`config.mk`:
```
export PLATFORM = sky130hd
export DESIGN_NAME = centered_moving_average
export DESIGN_NICKNAME = d
export VERILOG_FILES = /design/src/hdl/cma_pkg.sv /design/src/hdl/cma_store.sv /design/src/hdl/cma_div.sv /design/src/hdl/centered_moving_average.sv
export SDC_FILE = /design/constraint.sdc
export NUM_CORES = 1
export LEC_CHECK = 0
export ABC_CLOCK_PERIOD_IN_PS = 6100
export BUFFER_PORTS_ARGS = -buffer_cell sky130_fd_sc_hd__buf_2
export CORE_MARGIN = 3
export CORE_UTILIZATION = 30
export CTS_BUF_LIST = sky130_fd_sc_hd__clkbuf_4
export DETAILED_ROUTE_END_ITERATION = 10
export PLACE_DENSITY_LB_ADDON = 0.08
export SYNTH_ARGS = -nofsm -noshare
export SYNTH_HDL_FRONTEND = slang
export SYNTH_SLANG_ARGS = --single-unit
```
`constraint.sdc`:
```
create_clock -name clk -period 6.1 [get_ports clk]
set_input_delay 0.915 -clock clk [delete_from_list [all_inputs] [get_ports clk]]
set_output_delay 0.915 -clock clk [all_outputs]
set_load 0.05 [all_outputs]
```
`src/hdl/cma_pkg.sv`:
```
// Shared constants for the centered moving average block.
`timescale 1ns / 1ps
package cma_pkg;

  // Default build sizes
  localparam int MAX_RADIUS_DEF  = 7;
  localparam int SAMPLE_BITS_DEF = 16;

  // Radius register
  localparam int              RADIUS_W     = 3;
  localparam logic [RADIUS_W-1:0] RADIUS_RESET = 3'd1;

  // Configuration port
  localparam int              CFG_ADDR_W   = 3;
  localparam int              CFG_DATA_W   = 32;
  localparam logic            REG_RADIUS   = 1'b0;  // paddr[2] of the radius register

endpackage

```
`src/hdl/cma_store.sv`:
```
// Sample ring memory: one write port, one registered read port.
`timescale 1ns / 1ps
module cma_store
  import cma_pkg::*;
#(
  parameter int DEPTH  = 2 * MAX_RADIUS_DEF + 1,
  parameter int WIDTH  = SAMPLE_BITS_DEF,
  parameter int ADDR_W = (DEPTH > 1) ? $clog2(DEPTH) : 1
) (
  input  logic              clk,
  input  logic              wr_en,
  input  logic [ADDR_W-1:0] wr_addr,
  input  logic [WIDTH-1:0]  wr_data,
  input  logic              rd_en,
  input  logic [ADDR_W-1:0] rd_addr,
  output logic [WIDTH-1:0]  rd_data
);

  logic [WIDTH-1:0] mem [DEPTH];
  logic [WIDTH-1:0] rd_data_r;

  always_ff @(posedge clk) begin
    if (wr_en) begin
      mem[wr_addr] <= wr_data;
    end
  end

  always_ff @(posedge clk) begin
    if (rd_en) begin
      rd_data_r <= mem[rd_addr];
    end
  end

  assign rd_data = rd_data_r;

endmodule

```
`src/hdl/cma_div.sv`:
```
// Radix-2 restoring divider, one quotient bit per cycle.
`timescale 1ns / 1ps
module cma_div
  import cma_pkg::*;
#(
  parameter int NUM_W = 22,
  parameter int DEN_W = 5
) (
  input  logic             clk,
  input  logic             rst_n,
  input  logic             start,
  input  logic [NUM_W-1:0] num,
  input  logic [DEN_W-1:0] den,
  output logic             done,
  output logic [NUM_W-1:0] quot
);

  localparam int CNT_W = $clog2(NUM_W + 1);

  logic [NUM_W-1:0] num_r, num_nxt;    // dividend shifts out, quotient shifts in
  logic [DEN_W-1:0] den_r, den_nxt;
  logic [DEN_W-1:0] rem_r, rem_nxt;
  logic [CNT_W-1:0] cnt_r, cnt_nxt;
  logic             done_r, done_nxt;
  logic [DEN_W:0]   trial;
  logic             fits;

  always_comb begin
    trial    = {rem_r, num_r[NUM_W-1]};
    fits     = (trial >= {1'b0, den_r});
    num_nxt  = num_r;
    den_nxt  = den_r;
    rem_nxt  = rem_r;
    cnt_nxt  = cnt_r;
    done_nxt = 1'b0;
    if (start) begin
      num_nxt = num;
      den_nxt = den;
      rem_nxt = '0;
      cnt_nxt = CNT_W'(NUM_W);
    end else if (cnt_r != '0) begin
      rem_nxt  = fits ? DEN_W'(trial - {1'b0, den_r}) : trial[DEN_W-1:0];
      num_nxt  = {num_r[NUM_W-2:0], fits};
      cnt_nxt  = cnt_r - CNT_W'(1);
      done_nxt = (cnt_r == CNT_W'(1));
    end
  end

  always_ff @(posedge clk) begin
    if (!rst_n) begin
      cnt_r  <= '0;
      done_r <= 1'b0;
    end else begin
      cnt_r  <= cnt_nxt;
      done_r <= done_nxt;
    end
  end

  always_ff @(posedge clk) begin
    num_r <= num_nxt;
    den_r <= den_nxt;
    rem_r <= rem_nxt;
  end

  assign done = done_r;
  assign quot = num_r;

endmodule

```
`src/hdl/centered_moving_average.sv`:
```
// Top level of the centered moving average filter.
`timescale 1ns / 1ps
// Centered moving average filter.
// Input stream (in_*): one word per sample; in_tdata carries the signed
// sample, in_tlast marks the last sample of a data set. After that sample
// the window is cleared and the next set starts fresh.
// Output stream (out_*): one word per result, the mean of the last 2r+1
// samples rounded half away from zero. The first 2r samples of a set give
// no result. r is the radius register (APB, byte address 0), capped at
// MAX_RADIUS; writing it also clears the window.
// Timing: a sample runs from accept through S_UPD, S_SIGN and the
// radix-2 divider, one quotient bit per cycle over a SUM_W+1 bit dividend,
// to S_OUT and the output register. Samples that give no result go back
// to idle after S_SIGN. in_tready is high only while the sequencer is idle,
// so the next sample is not taken until the last one is through.
// The result sits in an output register: a stalled receiver holds it while
// the next sample is accepted and worked; a new result waits for the slot.
// Reset (rst_n, synchronous) empties the window and the output register
// and sets the radius to 1. The sample memory is not cleared; entries are
// used only once the window has been filled.
module centered_moving_average
  import cma_pkg::*;
#(
  parameter int MAX_RADIUS  = MAX_RADIUS_DEF,
  parameter int SAMPLE_BITS = SAMPLE_BITS_DEF
) (
  input  logic                          clk,
  input  logic                          rst_n,
  // input stream
  input  logic                          in_tvalid,
  output logic                          in_tready,
  input  logic [((SAMPLE_BITS+7)/8)*8-1:0] in_tdata,   // [SAMPLE_BITS-1:0] sample
  input  logic                          in_tlast,      // last_in_set
  // output stream
  output logic                          out_tvalid,
  input  logic                          out_tready,
  output logic [((SAMPLE_BITS+7)/8)*8-1:0] out_tdata,  // [SAMPLE_BITS-1:0] average
  // configuration
  input  logic                          cfg_psel,
  input  logic                          cfg_penable,
  input  logic                          cfg_pwrite,
  input  logic [CFG_ADDR_W-1:0]         cfg_paddr,
  input  logic [CFG_DATA_W-1:0]         cfg_pwdata,
  output logic [CFG_DATA_W-1:0]         cfg_prdata,
  output logic                          cfg_pready
);

  localparam int DATA_W = ((SAMPLE_BITS + 7) / 8) * 8;
  localparam int DEPTH  = 2 * MAX_RADIUS + 1;
  localparam int PTR_W  = (DEPTH > 1) ? $clog2(DEPTH) : 1;
  localparam int LEN_W  = $clog2(DEPTH + 1);
  localparam int CAP_W  = (LEN_W > RADIUS_W + 1) ? LEN_W : RADIUS_W + 1;
  localparam int SUM_W  = SAMPLE_BITS + $clog2(DEPTH + 1) + 1;
  localparam int NUM_W  = SUM_W + 1;
  localparam int DEN_W  = LEN_W + 1;

  typedef enum logic [4:0] {
    S_IDLE = 5'b00001,   // waiting for a sample
    S_UPD  = 5'b00010,   // old sample read back, update sum and ring
    S_SIGN = 5'b00100,   // split sign, launch divider
    S_DIV  = 5'b01000,   // divider running
    S_OUT  = 5'b10000    // result waits for the output slot
  } state_t;

  state_t                   state_r, state_nxt;
  logic [RADIUS_W-1:0]      radius_r, radius_nxt;
  logic signed [SUM_W-1:0]  sum_r, sum_nxt;
  logic [LEN_W-1:0]         fill_r, fill_nxt;
  logic [PTR_W-1:0]         wp_r, wp_nxt;
  logic [PTR_W-1:0]         slot_r, slot_nxt;
  logic [SAMPLE_BITS-1:0]   sample_r, sample_nxt;
  logic                     last_r, last_nxt;
  logic                     prod_r, prod_nxt;
  logic                     neg_r, neg_nxt;
  logic                     out_valid_r, out_valid_nxt;
  logic [SAMPLE_BITS-1:0]   out_r, out_nxt;

  logic                     in_accept;
  logic                     cfg_wr;
  logic [CAP_W-1:0]         len_raw;
  logic [LEN_W-1:0]         len;
  logic [PTR_W-1:0]         slot_c;
  logic [SAMPLE_BITS-1:0]   old_sample;
  logic signed [SUM_W-1:0]  old_ext, new_ext;
  logic [SUM_W-1:0]         mag;
  logic                     div_start;
  logic                     div_done;
  logic [NUM_W-1:0]         div_num;
  logic [DEN_W-1:0]         div_den;
  logic [NUM_W-1:0]         div_quot;
  logic [SAMPLE_BITS-1:0]   quot_lo;

  // Window length 2r+1, radius capped at MAX_RADIUS
  always_comb begin
    len_raw = CAP_W'({radius_r, 1'b1});
    if (len_raw > CAP_W'(DEPTH)) begin
      len_raw = CAP_W'(DEPTH);
    end
    len = LEN_W'(len_raw);
  end

  // Ring slot for this sample; a shrunk window restarts at slot 0
  assign slot_c = (LEN_W'(wp_r) >= len) ? '0 : wp_r;

  assign in_tready  = (state_r == S_IDLE);
  assign in_accept  = in_tvalid && in_tready;
  assign cfg_pready = 1'b1;
  assign cfg_wr     = cfg_psel && cfg_penable && cfg_pwrite && cfg_pready
                      && (cfg_paddr[2] == REG_RADIUS);
  assign cfg_prdata = (cfg_paddr[2] == REG_RADIUS) ? CFG_DATA_W'(radius_r) : '0;

  assign old_ext = {{(SUM_W-SAMPLE_BITS){old_sample[SAMPLE_BITS-1]}}, old_sample};
  assign new_ext = {{(SUM_W-SAMPLE_BITS){sample_r[SAMPLE_BITS-1]}}, sample_r};
  assign mag     = sum_r[SUM_W-1] ? SUM_W'(-sum_r) : SUM_W'(sum_r);
  // round half away: (2|s| + len) / (2 len)
  assign div_num = {mag, 1'b0} + NUM_W'(len);
  assign div_den = {len, 1'b0};
  assign quot_lo = div_quot[SAMPLE_BITS-1:0];
  assign div_start = (state_r == S_SIGN) && prod_r;

  always_comb begin
    state_nxt     = state_r;
    radius_nxt    = radius_r;
    sum_nxt       = sum_r;
    fill_nxt      = fill_r;
    wp_nxt        = wp_r;
    slot_nxt      = slot_r;
    sample_nxt    = sample_r;
    last_nxt      = last_r;
    prod_nxt      = prod_r;
    neg_nxt       = neg_r;
    out_valid_nxt = out_valid_r;
    out_nxt       = out_r;

    if (out_valid_r && out_tready) begin
      out_valid_nxt = 1'b0;
    end

    case (state_r)
      S_IDLE: begin
        if (in_accept) begin
          sample_nxt = in_tdata[SAMPLE_BITS-1:0];
          last_nxt   = in_tlast;
          slot_nxt   = slot_c;
          state_nxt  = S_UPD;
        end
      end
      S_UPD: begin
        // drop the oldest sample once the window is full
        sum_nxt  = sum_r - ((fill_r >= len) ? old_ext : '0) + new_ext;
        wp_nxt   = (LEN_W'(slot_r) + LEN_W'(1) >= len) ? '0 : slot_r + PTR_W'(1);
        fill_nxt = (fill_r < len) ? fill_r + LEN_W'(1) : fill_r;
        prod_nxt = (fill_nxt >= len);
        state_nxt = S_SIGN;
      end
      S_SIGN: begin
        neg_nxt   = sum_r[SUM_W-1];
        state_nxt = prod_r ? S_DIV : S_IDLE;
        if (last_r) begin
          sum_nxt  = '0;
          fill_nxt = '0;
          wp_nxt   = '0;
        end
      end
      S_DIV: begin
        if (div_done) begin
          state_nxt = S_OUT;
        end
      end
      S_OUT: begin
        if (!out_valid_r || out_tready) begin
          out_nxt       = neg_r ? SAMPLE_BITS'(-quot_lo) : quot_lo;
          out_valid_nxt = 1'b1;
          state_nxt     = S_IDLE;
        end
      end
      default: begin
        state_nxt = S_IDLE;
      end
    endcase

    // radius write restarts the set
    if (cfg_wr) begin
      radius_nxt = cfg_pwdata[RADIUS_W-1:0];
      sum_nxt    = '0;
      fill_nxt   = '0;
      wp_nxt     = '0;
    end
  end

  always_ff @(posedge clk) begin
    if (!rst_n) begin
      state_r     <= S_IDLE;
      radius_r    <= RADIUS_RESET;
      sum_r       <= '0;
      fill_r      <= '0;
      wp_r        <= '0;
      prod_r      <= 1'b0;
      out_valid_r <= 1'b0;
    end else begin
      state_r     <= state_nxt;
      radius_r    <= radius_nxt;
      sum_r       <= sum_nxt;
      fill_r      <= fill_nxt;
      wp_r        <= wp_nxt;
      prod_r      <= prod_nxt;
      out_valid_r <= out_valid_nxt;
    end
  end

  always_ff @(posedge clk) begin
    slot_r   <= slot_nxt;
    sample_r <= sample_nxt;
    last_r   <= last_nxt;
    neg_r    <= neg_nxt;
    out_r    <= out_nxt;
  end

  cma_store #(
    .DEPTH  (DEPTH),
    .WIDTH  (SAMPLE_BITS),
    .ADDR_W (PTR_W)
  ) u_store (
    .clk     (clk),
    .wr_en   (state_r == S_UPD),
    .wr_addr (slot_r),
    .wr_data (sample_r),
    .rd_en   (in_accept),
    .rd_addr (slot_c),
    .rd_data (old_sample)
  );

  cma_div #(
    .NUM_W (NUM_W),
    .DEN_W (DEN_W)
  ) u_div (
    .clk   (clk),
    .rst_n (rst_n),
    .start (div_start),
    .num   (div_num),
    .den   (div_den),
    .done  (div_done),
    .quot  (div_quot)
  );

  assign out_tvalid = out_valid_r;
  assign out_tdata  = DATA_W'(out_r);

endmodule

```
==> flow_summary.html <==
<table>
<tr><th>Metric</th><th>Value</th></tr>
<tr><th colspan="2">Route</th></tr>
<tr><td>DRT iter0 DRCs</td><td>579</td></tr>
<tr><td>Number of iterations in the first detailed-routing pass</td><td>5</td></tr>
<tr><td>Detail Route Antenna Nets</td><td>0</td></tr>
<tr><td>Via density per instance</td><td>4.719</td></tr>
<tr><td>Total via count in the routed design</td><td>11216</td></tr>
<tr><td>Total wire length</td><td>43670 µm</td></tr>
<tr><td>DRC</td><td>0</td></tr>
<tr><td>Detail-routed net length per standard cell</td><td>18.37 µm</td></tr>
<tr><th colspan="2">GRT</th></tr>
<tr><td>Pin count of the biggest net entering global routing</td><td>52</td></tr>
<tr><td>Wire length of the first global-routing pass</td><td>68230 µm</td></tr>
<tr><td>Initial antenna violation count</td><td>2</td></tr>
<tr><td>Vias in the first global route</td><td>11784</td></tr>
<tr><td>Total global routing overflow</td><td>0</td></tr>
<tr><td>Total Routing Usage GR</td><td>14.16%</td></tr>
<tr><th colspan="2">Yosys</th></tr>
<tr><td>Post-synth top area cell</td><td>sky130_fd_sc_hd__edfxtp_1</td></tr>
<tr><td>Most common library cells after synthesis</td><td>319 x sky130_fd_sc_hd__edfxtp_1, 120 x sky130_fd_sc_hd__inv_1, 98 x sky130_fd_sc_hd__nand2_1</td></tr>
<tr><td>Synth top area cells</td><td>sky130_fd_sc_hd__edfxtp_1 54%, sky130_fd_sc_hd__dfxtp_1 5.7%, sky130_fd_sc_hd__ha_1 3.3%</td></tr>
<tr><td>Cell count after synthesis</td><td>1413</td></tr>
<tr><td>Leading cell type by number of instances after synthesis</td><td>sky130_fd_sc_hd__edfxtp_1</td></tr>
<tr><td>Number of distinct library cell variants in the gate-level netlist after synthesis</td><td>75</td></tr>
<tr><td>Share of flip-flops with an asynchronous set or reset</td><td>0%</td></tr>
<tr><td>Part of the Yosys area used for sequential elements</td><td>59.87%</td></tr>
<tr><td>Synth Area per Inst</td><td>12.51 µm²</td></tr>
<tr><td>Cell area after synthesis</td><td>17670 µm²</td></tr>
<tr><td>Primary FF master, synth</td><td>sky130_fd_sc_hd__edfxtp_1</td></tr>
<tr><td>Yosys synthesis warning count</td><td>0</td></tr>
<tr><td>Number of enable-type register cells in the synthesized netlist</td><td>319</td></tr>
<tr><td>Area share of the largest cell type after synthesis</td><td>54.21%</td></tr>
<tr><td>Total of flip-flops plus latches after synthesis</td><td>369</td></tr>
<tr><th colspan="2">Min path</th></tr>
<tr><td>Min-Delay Path Class</td><td>in2reg</td></tr>
<tr><td>Hold Path Sink</td><td>sample_r[15]</td></tr>
<tr><td>Hold_sp</td><td>in_tdata[15]</td></tr>
<tr><td>Hold path depth</td><td>1</td></tr>
<tr><th colspan="2">STA</th></tr>
<tr><td>Setup TNS</td><td>0 ns</td></tr>
<tr><td>Endpoints failing hold</td><td>0</td></tr>
<tr><td>Remaining max-slew budget at the tightest pin</td><td>25.30%</td></tr>
<tr><td>Post-route minimum period</td><td>5.099 ns</td></tr>
<tr><td>Maximum clock skew at final layout</td><td>0.05325 ns</td></tr>
<tr><td>FMAX</td><td>196.1 MHz</td></tr>
<tr><td>Unrepaired setup endpoints after global routing</td><td>false</td></tr>
<tr><td>Least-Margin Pin Slew</td><td>1.121 ns</td></tr>
<tr><td>Fraction of the cycle the final worst path needs</td><td>83.59%</td></tr>
<tr><td>Final number of setup-violating endpoints</td><td>0</td></tr>
<tr><td>Total count of max-transition violations in the final report</td><td>0</td></tr>
<tr><th colspan="2">Die</th></tr>
<tr><td>Initial core utilization</td><td>30.45%</td></tr>
<tr><td>Core outline area</td><td>58030 µm²</td></tr>
<tr><td>Count of pins on the block boundary</td><td>110</td></tr>
<tr><td>Die height</td><td>248.7 µm</td></tr>
<tr><td>Number of rows in the core area</td><td>88</td></tr>
<tr><td>Die X</td><td>248.7 µm</td></tr>
<tr><td>Die outline area</td><td>61850 µm²</td></tr>
<tr><th colspan="2">Critical path</th></tr>
<tr><td>Max FO, Critical Path</td><td>13</td></tr>
<tr><td>Number of cell instances on the worst register-to-register path</td><td>16</td></tr>
<tr><td>Reg-to-reg slack, setup</td><td>1.00 ns</td></tr>
<tr><td>Critical R2R Capture</td><td>sum_r[20]</td></tr>
<tr><td>Worst setup path class</td><td>reg2reg</td></tr>
<tr><td>Type of element capturing the critical path</td><td>register</td></tr>
<tr><td>Critical register-to-register path startpoint</td><td>radius_r[0]</td></tr>
<tr><td>Critical Path AT</td><td>5.85 ns</td></tr>
<tr><td>Crit path required time</td><td>6.86 ns</td></tr>
<tr><td>Cell chain of the critical path</td><td>inv_1 &gt; ha_1 &gt; a21o_1 &gt; a21o_1 &gt; a21oi_2 &gt; buf_4 &gt; nor2b_1 &gt; fa_1 &gt; inv_1 &gt; ha_1 &gt; o31ai_1 &gt; a211oi_1 &gt; o21ai_0 &gt; a41oi_1 &gt; or4b_2 &gt; nand3_1</td></tr>
<tr><td>Max stage delay on crit path</td><td>0.67 ns</td></tr>
<tr><td>Startpoint type of the worst setup path</td><td>register</td></tr>
<tr><td>Cell with the largest stage delay on the worst path</td><td>sky130_fd_sc_hd__or4b_2</td></tr>
<tr><th colspan="2">Clock tree</th></tr>
<tr><td>Clock buffers created by TritonCTS</td><td>105</td></tr>
<tr><td>Clk Tree Root Cell</td><td>sky130_fd_sc_hd__clkbuf_4</td></tr>
<tr><td>Largest buffer count on any clock path</td><td>3</td></tr>
<tr><td>Clock network latency to the later pin of the worst-skew pair</td><td>0.85 ns</td></tr>
<tr><td>Cts-stage hold buffer count</td><td>0</td></tr>
<tr><td>Clock slew at reported path FFs</td><td>0.06 ns</td></tr>
<tr><td>Clk sinks</td><td>369</td></tr>
<tr><td>Post-CTS Repair Setup Buffers</td><td>0</td></tr>
<tr><td>Number of gates resized after cts</td><td>0</td></tr>
<tr><td>Clock tree from TritonCTS</td><td>built</td></tr>
<tr><td>CTS H-tree depth</td><td>3</td></tr>
<tr><th colspan="2">Power and ir drop</th></tr>
<tr><td>Power density normalized to cell area</td><td>301.3 nW/µm²</td></tr>
<tr><td>Lkg Pwr</td><td>7.384 nW</td></tr>
<tr><td>Overall power consumption</td><td>6.041 mW</td></tr>
<tr><td>Worst IR drop on VDD</td><td>0.1225 mV</td></tr>
<tr><th colspan="2">Place</th></tr>
<tr><td>Placed standard-cell area</td><td>18760 µm²</td></tr>
<tr><td>Count of buffers from port buffering</td><td>48</td></tr>
<tr><td>Routability-driven placement congestion ratio</td><td>0.7467</td></tr>
<tr><td>Detail Placement HPWL</td><td>28240 µm</td></tr>
<tr><th colspan="2">Finish</th></tr>
<tr><td>Layout area overhead</td><td>13.45%</td></tr>
<tr><td>Final instance area</td><td>20050 µm²</td></tr>
<tr><td>Filler Cell Count</td><td>5782</td></tr>
<tr><td>Proportion of layout cells with a drive suffix above 1</td><td>18.76%</td></tr>
<tr><td>Net count reported at finish</td><td>1663</td></tr>
<tr><th colspan="2">Outcome</th></tr>
<tr><td>Status</td><td>finished clean</td></tr>
<tr><th colspan="2">Run</th></tr>
<tr><td>Max-cap viol count</td><td>0</td></tr>
</table>
-- worst max-delay path by stage --
stage,to,depth (start not counted),start,slack (ns)
floorplan,sum_r[19],18,radius_r[0],1.56
global placement,sum_r[20],16,radius_r[0],0.98
detailed placement,sum_r[20],16,radius_r[0],0.96
CTS,sum_r[20],16,radius_r[0],0.99
global route,sum_r[20],16,radius_r[0],0.80
finish,sum_r[20],16,radius_r[0],1.00
-- area by class of cell --
cell class / instances / area [µm²] / share of cell area (%)
Antenna cell: 2 / 5.005 / 0.02497
Clock buffer: 152 / 1141 / 5.692
Multi-Input combinational cell: 855 / 6276 / 31.31
Timing Repair Buffer: 80 / 480.5 / 2.397
Clock inverter: 30 / 140.1 / 0.6990
Sequential cell: 369 / 10580 / 52.78
Inverter: 124 / 465.4 / 2.322
Tap cell: 765 / 957.2 / 4.775
-- placed cells by master, fill, tap and decap left out, types with 6 or more instances in the layout --
master                     count
sky130_fd_sc_hd__dfxtp_1      49
sky130_fd_sc_hd__a221oi_1     17
sky130_fd_sc_hd__buf_2        48
sky130_fd_sc_hd__a32o_1        8
sky130_fd_sc_hd__fa_1         22
sky130_fd_sc_hd__inv_1       118
sky130_fd_sc_hd__o221ai_1     16
sky130_fd_sc_hd__xor2_1        9
sky130_fd_sc_hd__nor3_1       19
sky130_fd_sc_hd__or3_1         9
sky130_fd_sc_hd__nand3_1      12
sky130_fd_sc_hd__mux2i_1      36
sky130_fd_sc_hd__nor2_1       72
sky130_fd_sc_hd__clkbuf_4    152
sky130_fd_sc_hd__o21ai_0      39
sky130_fd_sc_hd__a21oi_1      29
sky130_fd_sc_hd__a22oi_1      16
sky130_fd_sc_hd__o22ai_1      17
sky130_fd_sc_hd__mux2_2       33
sky130_fd_sc_hd__o31ai_1      16
sky130_fd_sc_hd__clkinv_2      6
sky130_fd_sc_hd__xnor2_1      55
sky130_fd_sc_hd__buf_4        32
sky130_fd_sc_hd__nand2_1      98
sky130_fd_sc_hd__edfxtp_1    319
sky130_fd_sc_hd__nor2b_1      38
sky130_fd_sc_hd__clkinv_1     23
sky130_fd_sc_hd__a21o_1       20
sky130_fd_sc_hd__and2_1       18
sky130_fd_sc_hd__nor4_1        8
sky130_fd_sc_hd__a211oi_1     20
sky130_fd_sc_hd__a31oi_1      21
sky130_fd_sc_hd__ha_1         47
sky130_fd_sc_hd__conb_1       30
sky130_fd_sc_hd__o211ai_1     22
sky130_fd_sc_hd__a221o_1      17
-- cell families after synthesis --
group / after synthesis / share of synthesized area, %
other: 2 / 0.04250
DFF: 369 / 59.87
muxes: 69 / 4.142
AOI/OAI and AO/OA: 299 / 12.42
xor gates and xnor gates: 64 / 3.172
buffers and inverters: 217 / 5.254
and+or+nand+nor: 324 / 9.276
adders and majority gates: 69 / 5.820
-- power breakdown --
part           switching (mW)  internal (mW)  leakage, nW  total (mW)
registers               0.136           2.96         3.32        3.09
logic                   0.442          0.297         3.29       0.739
clock network            1.07           1.14        0.774        2.21
-- flip-flops by register name, indices dropped and copies added (netlist names), 4 cells and up --
signal	cells
u_store.mem	240
u_div.quot	22
sum_r	21
out_tdata	16
sample_r	16
u_store.rd_data	16
state_r	5
u_div.cnt_r	5
u_div.rem_r	5
fill_r	4
slot_r	4
wp_r	4
-- worst max-delay path, delay by kind of cell, from the launching register on --
family,cells,cell delay [ns]
buffers and inverters,3,0.49
adder cells (fa/ha/maj),3,1.03
AND/OR/NAND/NOR,3,0.83
AO/OA/AOI/OAI,7,2.23
flip-flops,1,0.47
-- stage by stage --
step / hold slack [ns] / utilization [%] / instances / worst slack, ns
2_1_floorplan: 0.4064 / - / 1441 / 1.564
3_3_place_gp: 0.4498 / 32.33 / 2193 / 0.9830
3_5_place_dp: 0.4621 / 32.33 / 2193 / 0.9649
4_1_cts: 0.1286 / 34.54 / 2375 / 0.9854
5_1_grt: 0.1511 / 34.54 / 2376 / 0.8046
6_report: 0.2469 / 34.55 / 2377 / 1.001
-- routing by layer --
metal / global-route usage, % / share of wire [%] / up-vias
met4: 5.186 / 3.0 / 0
met1: 18.00 / 45 / 5430
met5: 0 / 0 / -
met2: 23.43 / 47 / 188
met3: 3.456 / 4.1 / 107
li1: - / - / 5491
No activity file was read; power rests on OpenSTA's default activity.
